## config.mk

```make
export PLATFORM = sky130hd
export DESIGN_NAME = hid_report_descriptor_item_parser_core
export DESIGN_NICKNAME = d
export VERILOG_FILES = /design/src/rtl/hrdip_pkg.sv /design/src/rtl/hid_report_descriptor_item_parser_core.sv
export SDC_FILE = /design/constraint.sdc
export NUM_CORES = 1
export LEC_CHECK = 0
export BUFFER_PORTS_ARGS = -buffer_cell sky130_fd_sc_hd__clkbuf_2
export CAP_MARGIN = 25
export CORE_UTILIZATION = 55
export DETAILED_ROUTE_END_ITERATION = 12
export HOLD_SLACK_MARGIN = 0.03
export PLACE_DENSITY = 0.75
export SYNTH_ARGS = -nofsm -noshare
export SYNTH_HDL_FRONTEND = slang
export SYNTH_SLANG_ARGS = --single-unit
```

## constraint.sdc

```tcl
create_clock -name aclk -period 9.5 [get_ports aclk]
set_input_delay 1.425 -clock aclk [delete_from_list [all_inputs] [get_ports aclk]]
set_output_delay 1.425 -clock aclk [all_outputs]
set_load 0.01 [all_outputs]
```

## src/rtl/hrdip_pkg.sv

```systemverilog
// ============================================================================
// hrdip_pkg
// Shared types and constants for the HID report descriptor item parser.
// ============================================================================
package hrdip_pkg;

    localparam int DEF_MAX_DEPTH   = 255;
    localparam int DEF_OFFSET_BITS = 16;

    localparam int TDATA_W   = 128;
    localparam int TD_TYPE_LSB = 0;
    localparam int TD_TAG_LSB  = 2;
    localparam int TD_BAD_BIT  = 122;

    localparam logic [7:0] LONG_PREFIX = 8'hFE;
    localparam logic [1:0] SIZE_CODE_4 = 2'd3;

    localparam logic [1:0] TYPE_MAIN   = 2'd0;
    localparam logic [1:0] TYPE_GLOBAL = 2'd1;
    localparam logic [1:0] TYPE_LOCAL  = 2'd2;

    localparam logic [3:0] TAG_COLLECTION     = 4'd10;
    localparam logic [3:0] TAG_END_COLLECTION = 4'd12;
    localparam logic [3:0] TAG_USAGE_PAGE     = 4'd0;
    localparam logic [3:0] TAG_LOGICAL_MIN    = 4'd1;
    localparam logic [3:0] TAG_LOGICAL_MAX    = 4'd2;
    localparam logic [3:0] TAG_USAGE_MAX      = 4'd2;

    localparam logic [1:0] KIND_SHORT   = 2'd0;
    localparam logic [1:0] KIND_LONG    = 2'd1;
    localparam logic [1:0] KIND_TRUNC   = 2'd2;
    localparam logic [1:0] KIND_SUMMARY = 2'd3;

    typedef struct packed {
        logic [1:0]  kind;
        logic        fin;
        logic        maxs;
        logic        bad;
        logic [7:0]  depth;
        logic [15:0] offs;
        logic [15:0] page;
        logic [31:0] sext;
        logic [31:0] raw;
        logic [7:0]  size;
        logic [7:0]  tag;
        logic [1:0]  itype;
    } rec_t;

endpackage

```

## src/rtl/hid_report_descriptor_item_parser_core.sv

```systemverilog
// ============================================================================
// hid_report_descriptor_item_parser_core
// Splits a HID report descriptor byte stream into item records.
// ============================================================================
// Usage:
//   s_axis carries one descriptor byte per transfer; s_axis_tlast marks the final
//   byte of the descriptor. m_axis carries one record per complete item, a
//   truncation record when the final byte falls inside an item, and a summary
//   record (m_axis_tlast = 1) after the final byte.
//   Parse state is updated in the accept cycle; records land in a two-entry
//   output buffer, so the first record of a byte is valid in the cycle after the
//   byte is accepted. One byte per cycle is sustained while the sink keeps
//   m_axis_tready high; a final byte that yields two records stops input
//   until the first of them is taken.
//   s_axis_tready is high when the buffer is empty, or holds one record that
//   is taken in the same cycle. When the sink stalls, records wait in the
//   buffer and input stops once it is occupied.
//   Reset (aresetn low, synchronous) empties the buffer and returns the parse
//   state to waiting for an item prefix at offset zero. The final byte of a
//   descriptor returns the parser to that same state.
// ============================================================================
module hid_report_descriptor_item_parser_core
    import hrdip_pkg::*;
#(
    parameter int MAX_DEPTH   = DEF_MAX_DEPTH,
    parameter int OFFSET_BITS = DEF_OFFSET_BITS
) (
    input  logic               aclk,
    input  logic               aresetn,
    input  logic               s_axis_tvalid,
    output logic               s_axis_tready,
    input  logic [7:0]         s_axis_tdata,   // data_byte
    input  logic               s_axis_tlast,   // last_byte
    output logic               m_axis_tvalid,
    input  logic               m_axis_tready,
    // item_type, item_tag, data_size, raw_value, sext_value, page_in_effect,
    // prefix_offset, nest_depth, bad_form, max_is_signed, zero pad
    output logic [TDATA_W-1:0] m_axis_tdata,
    output logic [1:0]         m_axis_tuser,   // record_kind
    output logic               m_axis_tlast    // final_record
);

    localparam int DW = $clog2(MAX_DEPTH + 1);

    typedef enum logic [4:0] {
        PH_AWAIT = 5'b00001,
        PH_SHORT = 5'b00010,
        PH_LSIZE = 5'b00100,
        PH_LTAG  = 5'b01000,
        PH_LDATA = 5'b10000
    } phase_t;

    phase_t                 phase_reg, phase_next;
    logic [7:0]             prefix_reg, prefix_next;
    logic [7:0]             left_reg, left_next;
    logic [31:0]            acc_reg, acc_next;
    logic [7:0]             ltag_reg, ltag_next;
    logic [7:0]             lsize_reg, lsize_next;
    logic [OFFSET_BITS-1:0] start_reg, start_next;
    logic [OFFSET_BITS-1:0] offs_reg, offs_next;
    logic [15:0]            page_reg, page_next;
    logic                   minneg_reg, minneg_next;
    logic [DW-1:0]          depth_reg, depth_next;
    logic                   malf_reg, malf_next;
    logic [15:0]            items_reg, items_next;

    rec_t       q0_reg, q1_reg, q0_next, q1_next;
    logic [1:0] cnt_reg, cnt_next;

    logic       push, pop;
    logic [7:0] b;

    // short item decode
    logic [7:0]  sp;
    logic [31:0] sraw, ssext, acc_or;
    logic [7:0]  ssize;
    logic [1:0]  stype, sidx;
    logic [3:0]  stag;
    logic [7:0]  left_dec;

    logic do_short, do_long, item_bad, item_maxs, trunc;
    rec_t item_rec, trunc_rec, sum_rec, first_rec;
    logic [1:0] n_push;

    function automatic logic [7:0] ssize_of(input logic [7:0] p);
        ssize_of = (p[1:0] == SIZE_CODE_4) ? 8'd4 : {6'b0, p[1:0]};
    endfunction

    assign b    = s_axis_tdata;
    assign pop  = m_axis_tvalid & m_axis_tready;
    assign push = s_axis_tvalid & s_axis_tready;

    assign s_axis_tready = (cnt_reg == 2'd0) || ((cnt_reg == 2'd1) && m_axis_tready);
    assign m_axis_tvalid = (cnt_reg != 2'd0);
    assign m_axis_tuser  = q0_reg.kind;
    assign m_axis_tlast  = q0_reg.fin;
    assign m_axis_tdata  = {4'b0, q0_reg.maxs, q0_reg.bad, q0_reg.depth, q0_reg.offs,
                            q0_reg.page, q0_reg.sext, q0_reg.raw, q0_reg.size,
                            q0_reg.tag, q0_reg.itype};

    assign left_dec = (left_reg != 8'd0) ? left_reg - 8'd1 : 8'd0;

    always_comb begin
        sidx = 2'(ssize_of(prefix_reg) - left_reg);
        case (sidx)
            2'd0:    acc_or = acc_reg | {24'b0, b};
            2'd1:    acc_or = acc_reg | {16'b0, b, 8'b0};
            2'd2:    acc_or = acc_reg | {8'b0, b, 16'b0};
            default: acc_or = acc_reg | {b, 24'b0};
        endcase
        sp    = (phase_reg == PH_AWAIT) ? b : prefix_reg;
        sraw  = (phase_reg == PH_AWAIT) ? 32'd0 : acc_or;
        ssize = ssize_of(sp);
        stype = sp[3:2];
        stag  = sp[7:4];
        ssext = sraw;
        if (ssize == 8'd1 && sraw[7]) begin
            ssext = sraw | 32'hFFFF_FF00;
        end else if (ssize == 8'd2 && sraw[15]) begin
            ssext = sraw | 32'hFFFF_0000;
        end
    end

    always_comb begin
        phase_next  = phase_reg;
        prefix_next = prefix_reg;
        left_next   = left_reg;
        acc_next    = acc_reg;
        ltag_next   = ltag_reg;
        lsize_next  = lsize_reg;
        start_next  = start_reg;
        offs_next   = offs_reg;
        page_next   = page_reg;
        minneg_next = minneg_reg;
        depth_next  = depth_reg;
        malf_next   = malf_reg;
        items_next  = items_reg;
        do_short    = 1'b0;
        do_long     = 1'b0;
        item_bad    = 1'b0;
        item_maxs   = 1'b0;
        item_rec    = '0;
        trunc_rec   = '0;
        sum_rec     = '0;
        trunc       = 1'b0;

        case (phase_reg)
            PH_AWAIT: begin
                start_next  = offs_reg;
                prefix_next = b;
                acc_next    = 32'd0;
                if (b == LONG_PREFIX) begin
                    phase_next = PH_LSIZE;
                end else if (ssize == 8'd0) begin
                    do_short = 1'b1;
                end else begin
                    left_next  = ssize;
                    phase_next = PH_SHORT;
                end
            end
            PH_SHORT: begin
                acc_next  = acc_or;
                left_next = left_dec;
                if (left_dec == 8'd0) begin
                    do_short = 1'b1;
                end
            end
            PH_LSIZE: begin
                lsize_next = b;
                phase_next = PH_LTAG;
            end
            PH_LTAG: begin
                ltag_next = b;
                if (lsize_reg == 8'd0) begin
                    do_long = 1'b1;
                end else begin
                    left_next  = lsize_reg;
                    phase_next = PH_LDATA;
                end
            end
            PH_LDATA: begin
                left_next = left_dec;
                if (left_dec == 8'd0) begin
                    do_long = 1'b1;
                end
            end
            default: begin
                phase_next = PH_AWAIT;
            end
        endcase

        if (do_short) begin
            if (stype == TYPE_MAIN && stag == TAG_COLLECTION) begin
                if (depth_reg < DW'(MAX_DEPTH)) begin
                    depth_next = depth_reg + 1'b1;
                end
            end else if (stype == TYPE_MAIN && stag == TAG_END_COLLECTION) begin
                if (depth_reg == '0) begin
                    item_bad  = 1'b1;
                    malf_next = 1'b1;
                end else begin
                    depth_next = depth_reg - 1'b1;
                end
            end else if (stype == TYPE_GLOBAL && stag == TAG_USAGE_PAGE) begin
                page_next = sraw[15:0];
            end else if (stype == TYPE_GLOBAL && stag == TAG_LOGICAL_MIN) begin
                minneg_next = (ssize != 8'd0) && ssext[31];
            end else if (stype == TYPE_GLOBAL && stag == TAG_LOGICAL_MAX) begin
                item_maxs = minneg_reg;
            end
        end

        if (do_short || do_long) begin
            phase_next = PH_AWAIT;
            if (items_reg != 16'hFFFF) begin
                items_next = items_reg + 16'd1;
            end
        end

        item_rec.offs  = 16'(start_next);
        item_rec.depth = 8'(depth_next);
        item_rec.page  = page_next;
        if (do_short) begin
            item_rec.kind  = KIND_SHORT;
            item_rec.itype = stype;
            item_rec.tag   = {4'b0, stag};
            item_rec.size  = ssize;
            item_rec.raw   = sraw;
            item_rec.sext  = ssext;
            item_rec.bad   = item_bad;
            item_rec.maxs  = item_maxs;
            if (stype == TYPE_LOCAL && stag <= TAG_USAGE_MAX && ssize == 8'd4) begin
                item_rec.page = sraw[31:16];
            end
        end else begin
            item_rec.kind = KIND_LONG;
            item_rec.tag  = (phase_reg == PH_LTAG) ? b : ltag_reg;
            item_rec.size = lsize_next;
        end

        if (s_axis_tlast) begin
            if (phase_next != PH_AWAIT) begin
                trunc     = 1'b1;
                malf_next = 1'b1;
            end
            trunc_rec.kind  = KIND_TRUNC;
            trunc_rec.offs  = 16'(start_next);
            trunc_rec.depth = 8'(depth_next);
            trunc_rec.bad   = 1'b1;

            sum_rec.kind  = KIND_SUMMARY;
            sum_rec.raw   = {16'b0, items_next};
            sum_rec.page  = page_next;
            sum_rec.offs  = 16'(offs_reg);
            sum_rec.depth = 8'(depth_next);
            sum_rec.bad   = malf_next || (depth_next != '0);
            sum_rec.fin   = 1'b1;

            phase_next  = PH_AWAIT;
            prefix_next = 8'd0;
            left_next   = 8'd0;
            acc_next    = 32'd0;
            ltag_next   = 8'd0;
            lsize_next  = 8'd0;
            start_next  = '0;
            offs_next   = '0;
            page_next   = 16'd0;
            minneg_next = 1'b0;
            depth_next  = '0;
            malf_next   = 1'b0;
            items_next  = 16'd0;
        end else begin
            offs_next = offs_reg + 1'b1;
        end

        if (do_short || do_long) begin
            first_rec = item_rec;
        end else if (trunc) begin
            first_rec = trunc_rec;
        end else begin
            first_rec = sum_rec;
        end
        n_push = {1'b0, (do_short | do_long | trunc)} + {1'b0, s_axis_tlast};
    end

    always_comb begin
        q0_next  = q0_reg;
        q1_next  = q1_reg;
        cnt_next = cnt_reg;
        if (pop) begin
            q0_next  = q1_reg;
            cnt_next = cnt_reg - 2'd1;
        end
        if (push) begin
            q0_next  = first_rec;
            q1_next  = sum_rec;
            cnt_next = n_push;
        end
    end

    always_ff @(posedge aclk) begin
        q0_reg <= q0_next;
        q1_reg <= q1_next;
        if (!aresetn) begin
            cnt_reg    <= 2'd0;
            phase_reg  <= PH_AWAIT;
            prefix_reg <= 8'd0;
            left_reg   <= 8'd0;
            acc_reg    <= 32'd0;
            ltag_reg   <= 8'd0;
            lsize_reg  <= 8'd0;
            start_reg  <= '0;
            offs_reg   <= '0;
            page_reg   <= 16'd0;
            minneg_reg <= 1'b0;
            depth_reg  <= '0;
            malf_reg   <= 1'b0;
            items_reg  <= 16'd0;
        end else begin
            cnt_reg <= cnt_next;
            if (push) begin
                phase_reg  <= phase_next;
                prefix_reg <= prefix_next;
                left_reg   <= left_next;
                acc_reg    <= acc_next;
                ltag_reg   <= ltag_next;
                lsize_reg  <= lsize_next;
                start_reg  <= start_next;
                offs_reg   <= offs_next;
                page_reg   <= page_next;
                minneg_reg <= minneg_next;
                depth_reg  <= depth_next;
                malf_reg   <= malf_next;
                items_reg  <= items_next;
            end
        end
    end

endmodule

```

==> reports/metrics.csv, run 1 <==
stage,metric,value,unit
timing,Worst Tran Pin Value,0.960,ns
timing,fmax,0.229,GHz
yosys,"FF+latch count, synth",330,
detailed_routing,# DRC,0,
outcome,status,"finished, final reports clean",
global_routing,grt ovf,0,
clocking,hold buffer count at cts,0,
setup_path,reg2reg start,phase_reg[1],
timing,Slew Limit Fails,0,
setup_path,Worst Setup End Kind,flip-flop,
setup_path,crit path kind,input port to flip-flop,
timing,RSZ-0062 raised after global routing,no,
timing,fin crit period,4.37,ns
yosys,Syn Area/Cell,10.0,sq um
pwr,worst vdd rail ir drop,0.119,mV
global_routing,initial antenna violation count,0,
clocking,Num CTS Buffers,36,
placed_design,post-detail-place hpwl,26200,um
timing,Slew HR,35.5,%
placed_design,Port Buf Inserts,141,
layout,multi-input logic area,0.00639,sq mm
yosys,"Top FF cell, synth",edfxtp_1,
layout,Syn-to-layout area delta,14.0,%
layout,Fillers,2144,
timing,setup_tns,0,ns
yosys,synth warn,0,
floorplanning,Initial Util,56.4,%
yosys,Post-synth EDFFs,185,
clocking,CTS tree,yes,
floorplanning,Die W,169,um
setup_path,crit path from,s_axis_tdata[7],
layout,ANT cells,0,
detailed_routing,antenna-violating nets left,0,
timing,Final Hold Vio Count,0,
min_path,hold path cells,2,
layout,layout net count,1632,
layout,"commonest non-fill, non-tap cell in the layout",edfxtp_1,
floorplanning,Top Ports,146,
clocking,post-CTS setup buffers,0,
run,number of max-cap violations,0,
layout,"commonest non-fill, non-tap cells in the layout","edfxtp_1 (185), nor2_1 (159), dfxtp_1 (145), clkbuf_2 (141), nand2_1 (120)",
timing,Setup Viol. Count Final,0,
clocking,maximum root-to-sink buffer count,3,
timing,skew final,0.0138,ns
global_routing,GRT Overall Usage,28.6,%
detailed_routing,DRT Wirelength,40800,um
yosys,post-synth cell types,74,
floorplanning,core footprint,0.0272,sq mm
setup_path,Register-to-Register Path Depth,8,
clocking,clock latency on the worst-skew pair,0.52,ns
detailed_routing,drt pass-1 iters,7,
min_path,hold path startpoint,malf_reg,
global_routing,vias in the first global route,11600,
min_path,worst min-delay path class,flip-flop to flip-flop,
detailed_routing,Iteration-0 DRC Markers,1528,
setup_path,Crit Path Max Fanout,16,
clocking,clock slew seen by the registers of the worst setup and hold paths,0.06,ns
clocking,cts repair resizes,0,
pwr,Leak Pwr,6.29,nW
setup_path,Worst EP arrival,4.63,ns
global_routing,first-pass GRT wire length,63900,um
yosys,mapped cell area,0.0153,sq mm
setup_path,CP startpoint kind,input port,
floorplanning,die area,0.0285,sq mm
floorplanning,Die Ht,169,um
layout,share of post-route cells with drive strength above 1,14.4,%
detailed_routing,vias per inst,6.16,
layout,Reg area,0.00846,sq mm
clocking,clk root buf,clkbuf_16,
layout,Non-Filler Instances,2007,
pwr,pwr dens,225,mW/mm^2
clocking,H-tree levels,2,
placed_design,Placer Congestion,0.886,
detailed_routing,vias,12400,
floorplanning,std cell rows,60,
placed_design,placed cells,1941,
yosys,"FFs w/ async S/R, synth",0,%
detailed_routing,wire per inst,20.3,um
global_routing,largest net degree at the start of global routing,88,
setup_path,CP required,9.76,ns
timing,Final period util,46.0,%
clocking,clock sink total,330,
yosys,"Seq/Total Area, Yosys",55.2,%
yosys,Post-Syn Instances,1527,
layout,max reg flops,124,
## cell families (layout without fill, tap and decap cells)
group / Yosys count / count (layout) / synth area share, %
buffers and inverters: 131 / 236 / 3.43
AOI/OAI and AO/OA: 402 / 402 / 17.3
muxes: 23 / 23 / 1.53
adders and majority gates: 11 / 11 / 0.898
other: 1 / 4 / 0.0245
and+or+nand+nor: 599 / 599 / 19.9
xor gates and xnor gates: 30 / 30 / 1.71
DFF: 330 / 330 / 55.2
## metrics by stage
step | hold slack [ns] | power (W) | worst slack, ns | cell area [sq um] | util, %
2_1_floorplan | 0.438 | 0.00221 | 4.95 | 15300 | -
3_3_place_gp | 0.468 | 0.00245 | 4.70 | 16200 | 59.5
3_5_place_dp | 0.471 | 0.00247 | 4.66 | 16200 | 59.6
4_1_cts | 0.486 | 0.00395 | 4.99 | 17500 | 64.2
5_1_grt | 0.519 | 0.00407 | 4.85 | 17500 | 64.3
6_report | 0.488 | 0.00393 | 5.13 | 17500 | 64.3
## cell usage after synthesis, types with 4 or more instances
cell	n	area share [%]
xnor2_1	10	0.57
a31oi_1	5	0.20
ha_1	11	0.90
a32oi_1	5	0.29
nor2b_1	103	4.2
or3_1	7	0.29
dfxtp_1	145	19
inv_1	14	0.34
mux2_2	4	0.29
mux2i_1	19	1.2
a22o_1	7	0.40
and3_1	19	0.78
a221oi_1	18	1.0
buf_4	6	0.29
xor2_1	20	1.1
nand2_1	121	3.0
a22oi_1	95	4.7
and2_1	56	2.3
nand4_1	11	0.45
nor4_1	8	0.33
o21ai_0	89	2.9
a21oi_1	98	3.2
o221ai_1	15	0.86
edfxtp_1	185	36
nand2b_1	8	0.33
o21a_1	18	0.88
a211oi_1	7	0.34
nand3_1	32	1.0
buf_1	7	0.17
nor2_1	160	3.9
clkbuf_1	100	2.4
a21boi_0	6	0.29
nor3b_1	11	0.54
nor3_1	34	1.1
## metal layers
metal | up-vias | part of all wire (%) | GRT usage, %
li1 | 5713 | - | -
met1 | 5919 | 44 | 40.3
met2 | 623 | 45 | 44.3
met3 | 108 | 8.3 | 4.35
met4 | 0 | 3.3 | 11.2
met5 | - | 0 | 0
## path summary, 6_finish.rpt
path                        to  slack, ns
max          m_axis_tdata[122]       5.13
min                   malf_reg       0.49
max reg2reg   m_axis_tdata[61]       5.16
min reg2reg           malf_reg       0.49
## power breakdown
group	switching, W	total [W]	internal (W)
sequential	0.0000570	0.00177	0.00171
clock	0.000567	0.00149	0.000923
combinational	0.000478	0.000673	0.000195
total	0.00110	0.00393	0.00283
## critical path, cell delays in order
cell and delay [ns]:
clkbuf_2 0.31, or3b_2 0.55, or4_4 0.53, nand2_2 0.17, a22oi_2 0.08, o21a_1 0.20, or4b_1 0.52, or4_1 0.43
nor4_2 0.29, o21ai_1 0.12
## layout make-up
type / instances / share of cell area [%]
inverter: 14 / 0.315
sequential: 330 / 48.4
clock buffer: 41 / 5.32
timing repair buffer: 157 / 4.86
multi-input combinational: 1069 / 36.6
clock inverter: 24 / 1.88
tap: 372 / 2.66
No activity file was read; power rests on OpenSTA's default activity.
==> run 2: changes to the inputs <==
- CORE_UTILIZATION: 55 -> 54
- PLACE_DENSITY: 0.75 -> 0.77
- clock period: 9.5 -> 3.8 ns (I/O delays scaled with it)
==> run 2 against run 1 <==
Non-clock buffer count increased by 40. Hold slack got worse by 0.013 ns. Sequential power increased by 150%. Critical path depth increased by 1. Critical endpoint unchanged. Largest cell class unchanged.
==> reports/metrics.csv, run 2 (synthesis gave the netlist of run 1 again) <==
stage,metric,value,unit,change
outcome,status,"finished, final reports clean",,unchanged
detailed_routing,# DRC,0,,unchanged
layout,post-layout util,63.3,%,was 64.3%
layout,final instance area,0.0176,sq mm,was 0.0175 sq mm
floorplanning,Top Ports,146,,unchanged
timing,Final period util,95.6,%,
timing,fin crit period,3.63,ns,
placed_design,"Cell Area, Placed",0.0165,sq mm,was 0.0162 sq mm
clocking,clock latency on the worst-skew pair,0.52,ns,about the same
run,number of max-cap violations,0,,unchanged
timing,Worst Tran Pin Value,0.854,ns,was 0.960 ns
clocking,hold buffer count at cts,0,,unchanged
setup_path,number of cells on the critical path,11,,was 10
layout,Non-Filler Instances,2052,,was 2007
setup_path,Worst Setup End Kind,flip-flop,,unchanged
setup_path,FF-to-FF End,m_axis_tdata[122],,was m_axis_tdata[61]
pwr,worst vdd rail ir drop,0.354,mV,was 0.119 mV
global_routing,GRT Overall Usage,28.3,%,was 28.6%
clocking,H-tree levels,2,,unchanged
pwr,Leak Pwr,6.43,nW,was 6.29 nW
detailed_routing,vias per inst,6.07,,was 6.16
setup_path,crit path from,left_reg[0],,was s_axis_tdata[7]
global_routing,grt ovf,0,,unchanged
floorplanning,Die W,170,um,was 169 um
layout,multi-input logic area,0.00640,sq mm,was 0.00639 sq mm
layout,Reg area,0.00846,sq mm,unchanged
layout,Fillers,2222,,was 2144
placed_design,Placer Congestion,0.917,,was 0.886
timing,skew final,0.0182,ns,was 0.0138 ns
detailed_routing,Iteration-0 DRC Markers,1259,,was 1528
timing,Setup Viol. Count Final,0,,unchanged
setup_path,CP max stage delay,0.71,ns,was 0.55 ns
floorplanning,std cell rows,61,,was 60
setup_path,reg2reg setup slack,0.17,ns,was 5.16 ns
setup_path,WP buf/inv,1,,unchanged
global_routing,first-pass GRT wire length,63900,um,about the same
timing,fmax,0.275,GHz,
clocking,CTS tree,yes,,unchanged
floorplanning,core footprint,0.0279,sq mm,was 0.0272 sq mm
min_path,hold path cells,2,,unchanged
floorplanning,die area,0.0291,sq mm,was 0.0285 sq mm
min_path,worst min-delay path class,flip-flop to flip-flop,,unchanged
clocking,clk root buf,clkbuf_16,,unchanged
layout,Syn-to-layout area delta,15.1,%,was 14.0%
layout,layout net count,1671,,was 1632
detailed_routing,drt pass-1 iters,5,,was 7
setup_path,CP startpoint kind,flip-flop,,was input port
timing,RSZ-0062 raised after global routing,no,,unchanged
clocking,clock slew seen by the registers of the worst setup and hold paths,0.06,ns,about the same
placed_design,Port Buf Inserts,141,,unchanged
detailed_routing,vias,12500,,was 12400
detailed_routing,DRT Wirelength,41200,um,was 40800 um
setup_path,CP required,4.05,ns,was 9.76 ns
setup_path,Worst EP arrival,3.88,ns,was 4.63 ns
setup_path,Critical Path Sink,m_axis_tdata[122],,unchanged
detailed_routing,antenna-violating nets left,0,,unchanged
setup_path,crit path kind,flip-flop to flip-flop,,was input port to flip-flop
layout,max reg flops,124,,unchanged
clocking,clock sink total,330,,unchanged
global_routing,vias in the first global route,11600,,about the same
layout,share of post-route cells with drive strength above 1,16.6,%,was 14.4%
timing,Slew HR,42.6,%,was 35.5%
placed_design,placed cells,1988,,was 1941
global_routing,initial antenna violation count,0,,unchanged
placed_design,post-detail-place hpwl,27800,um,was 26200 um
clocking,maximum root-to-sink buffer count,3,,unchanged
floorplanning,Initial Util,55.0,%,was 56.4%
setup_path,Crit Path Max Fanout,7,,was 16
timing,Slew Limit Fails,0,,unchanged
timing,Hold Worst Slack,0.475,ns,was 0.488 ns
clocking,Num CTS Buffers,35,,was 36
setup_path,slowest cell on the critical path,or4b_2,,was or3b_2
setup_path,reg2reg start,left_reg[0],,was phase_reg[1]
detailed_routing,wire per inst,20.1,um,was 20.3 um
setup_path,worst-path cell chain,"inv_1, ha_1, xnor2_1, a32oi_1, or4b_2, nand2_2, nor2_1, or4b_1, or4_1, nor4_2, o21ai_1",,"was clkbuf_2, or3b_2, or4_4, nand2_2, a22oi_2, o21a_1, or4b_1, or4_1, nor4_2, o21ai_1"
setup_path,Register-to-Register Path Depth,11,,was 8
timing,setup_tns,0,ns,unchanged
timing,Final Hold Vio Count,0,,unchanged
setup_path,Top delay family on crit path,simple AND/OR/NAND/NOR gates,,unchanged
layout,"commonest non-fill, non-tap cells in the layout","edfxtp_1 (185), nor2_1 (159), dfxtp_1 (145), clkbuf_2 (141), nand2_1 (120)",,unchanged
layout,"commonest non-fill, non-tap cell in the layout",edfxtp_1,,unchanged
floorplanning,Die Ht,170,um,was 169 um
pwr,pwr dens,537,mW/mm^2,was 225 mW/mm^2
layout,ANT cells,0,,unchanged
global_routing,largest net degree at the start of global routing,71,,was 88
[run 2: final cells by class]
class                   count  share of cell area, %
clock buffers              50                   5.69
clock inverters            14                  0.631
inverters                  14                  0.312
multi-input cells        1069                   36.3
flip-flops and latches    330                   48.0
well taps                 378                   2.68
repair buffers            197                   6.46
[run 2: repair_timing]
| item | CTS | global route |
|---|---|---|
| resized for setup | 0 | 3 |
| buffers inserted | 0 | 0 |
| endpoints found under the setup margin | 0 | 2 |
[run 2: metrics by stage]
stage               worst slack, ns  total power [W]
finish                        0.169          0.00948
global route                 0.0234          0.00982
CTS                          0.0906          0.00950
detailed placement           0.0699          0.00621
global placement              0.125          0.00618
floorplan                     0.101          0.00552
[run 2: worst min path at each step]
| stage | endpoint | from |
|---|---|---|
| final | malf_reg | malf_reg |
| after global routing | cnt_reg[1] | cnt_reg[1] |
| after CTS | malf_reg | malf_reg |
| after detailed placement | malf_reg | malf_reg |
| after global placement | malf_reg | malf_reg |
| after floorplan | malf_reg | malf_reg |
[run 2: tightest hold or removal path, cell delays in order (launching register included)]
cell and delay [ns]:
dfxtp_1 0.33, a21oi_1 0.04, nor2_1 0.07
[run 2: power breakdown]
part	internal [W]	switching [W]	leakage, nW
Combinational	0.000529	0.00122	2.84
Sequential	0.00428	0.000130	3.03
Clock	0.00192	0.00140	0.555
Total	0.00673	0.00275	6.43
[run 2: per-layer routing]
metal / up-vias / global-route usage, % / routed length, um
li1: 5801 / - / -
met1: 5953 / 38.4 / 17500
met2: 600 / 45.6 / 19300
met3: 97 / 4.16 / 3070
met4: 0 / 11.3 / 1390
met5: - / 0 / 0
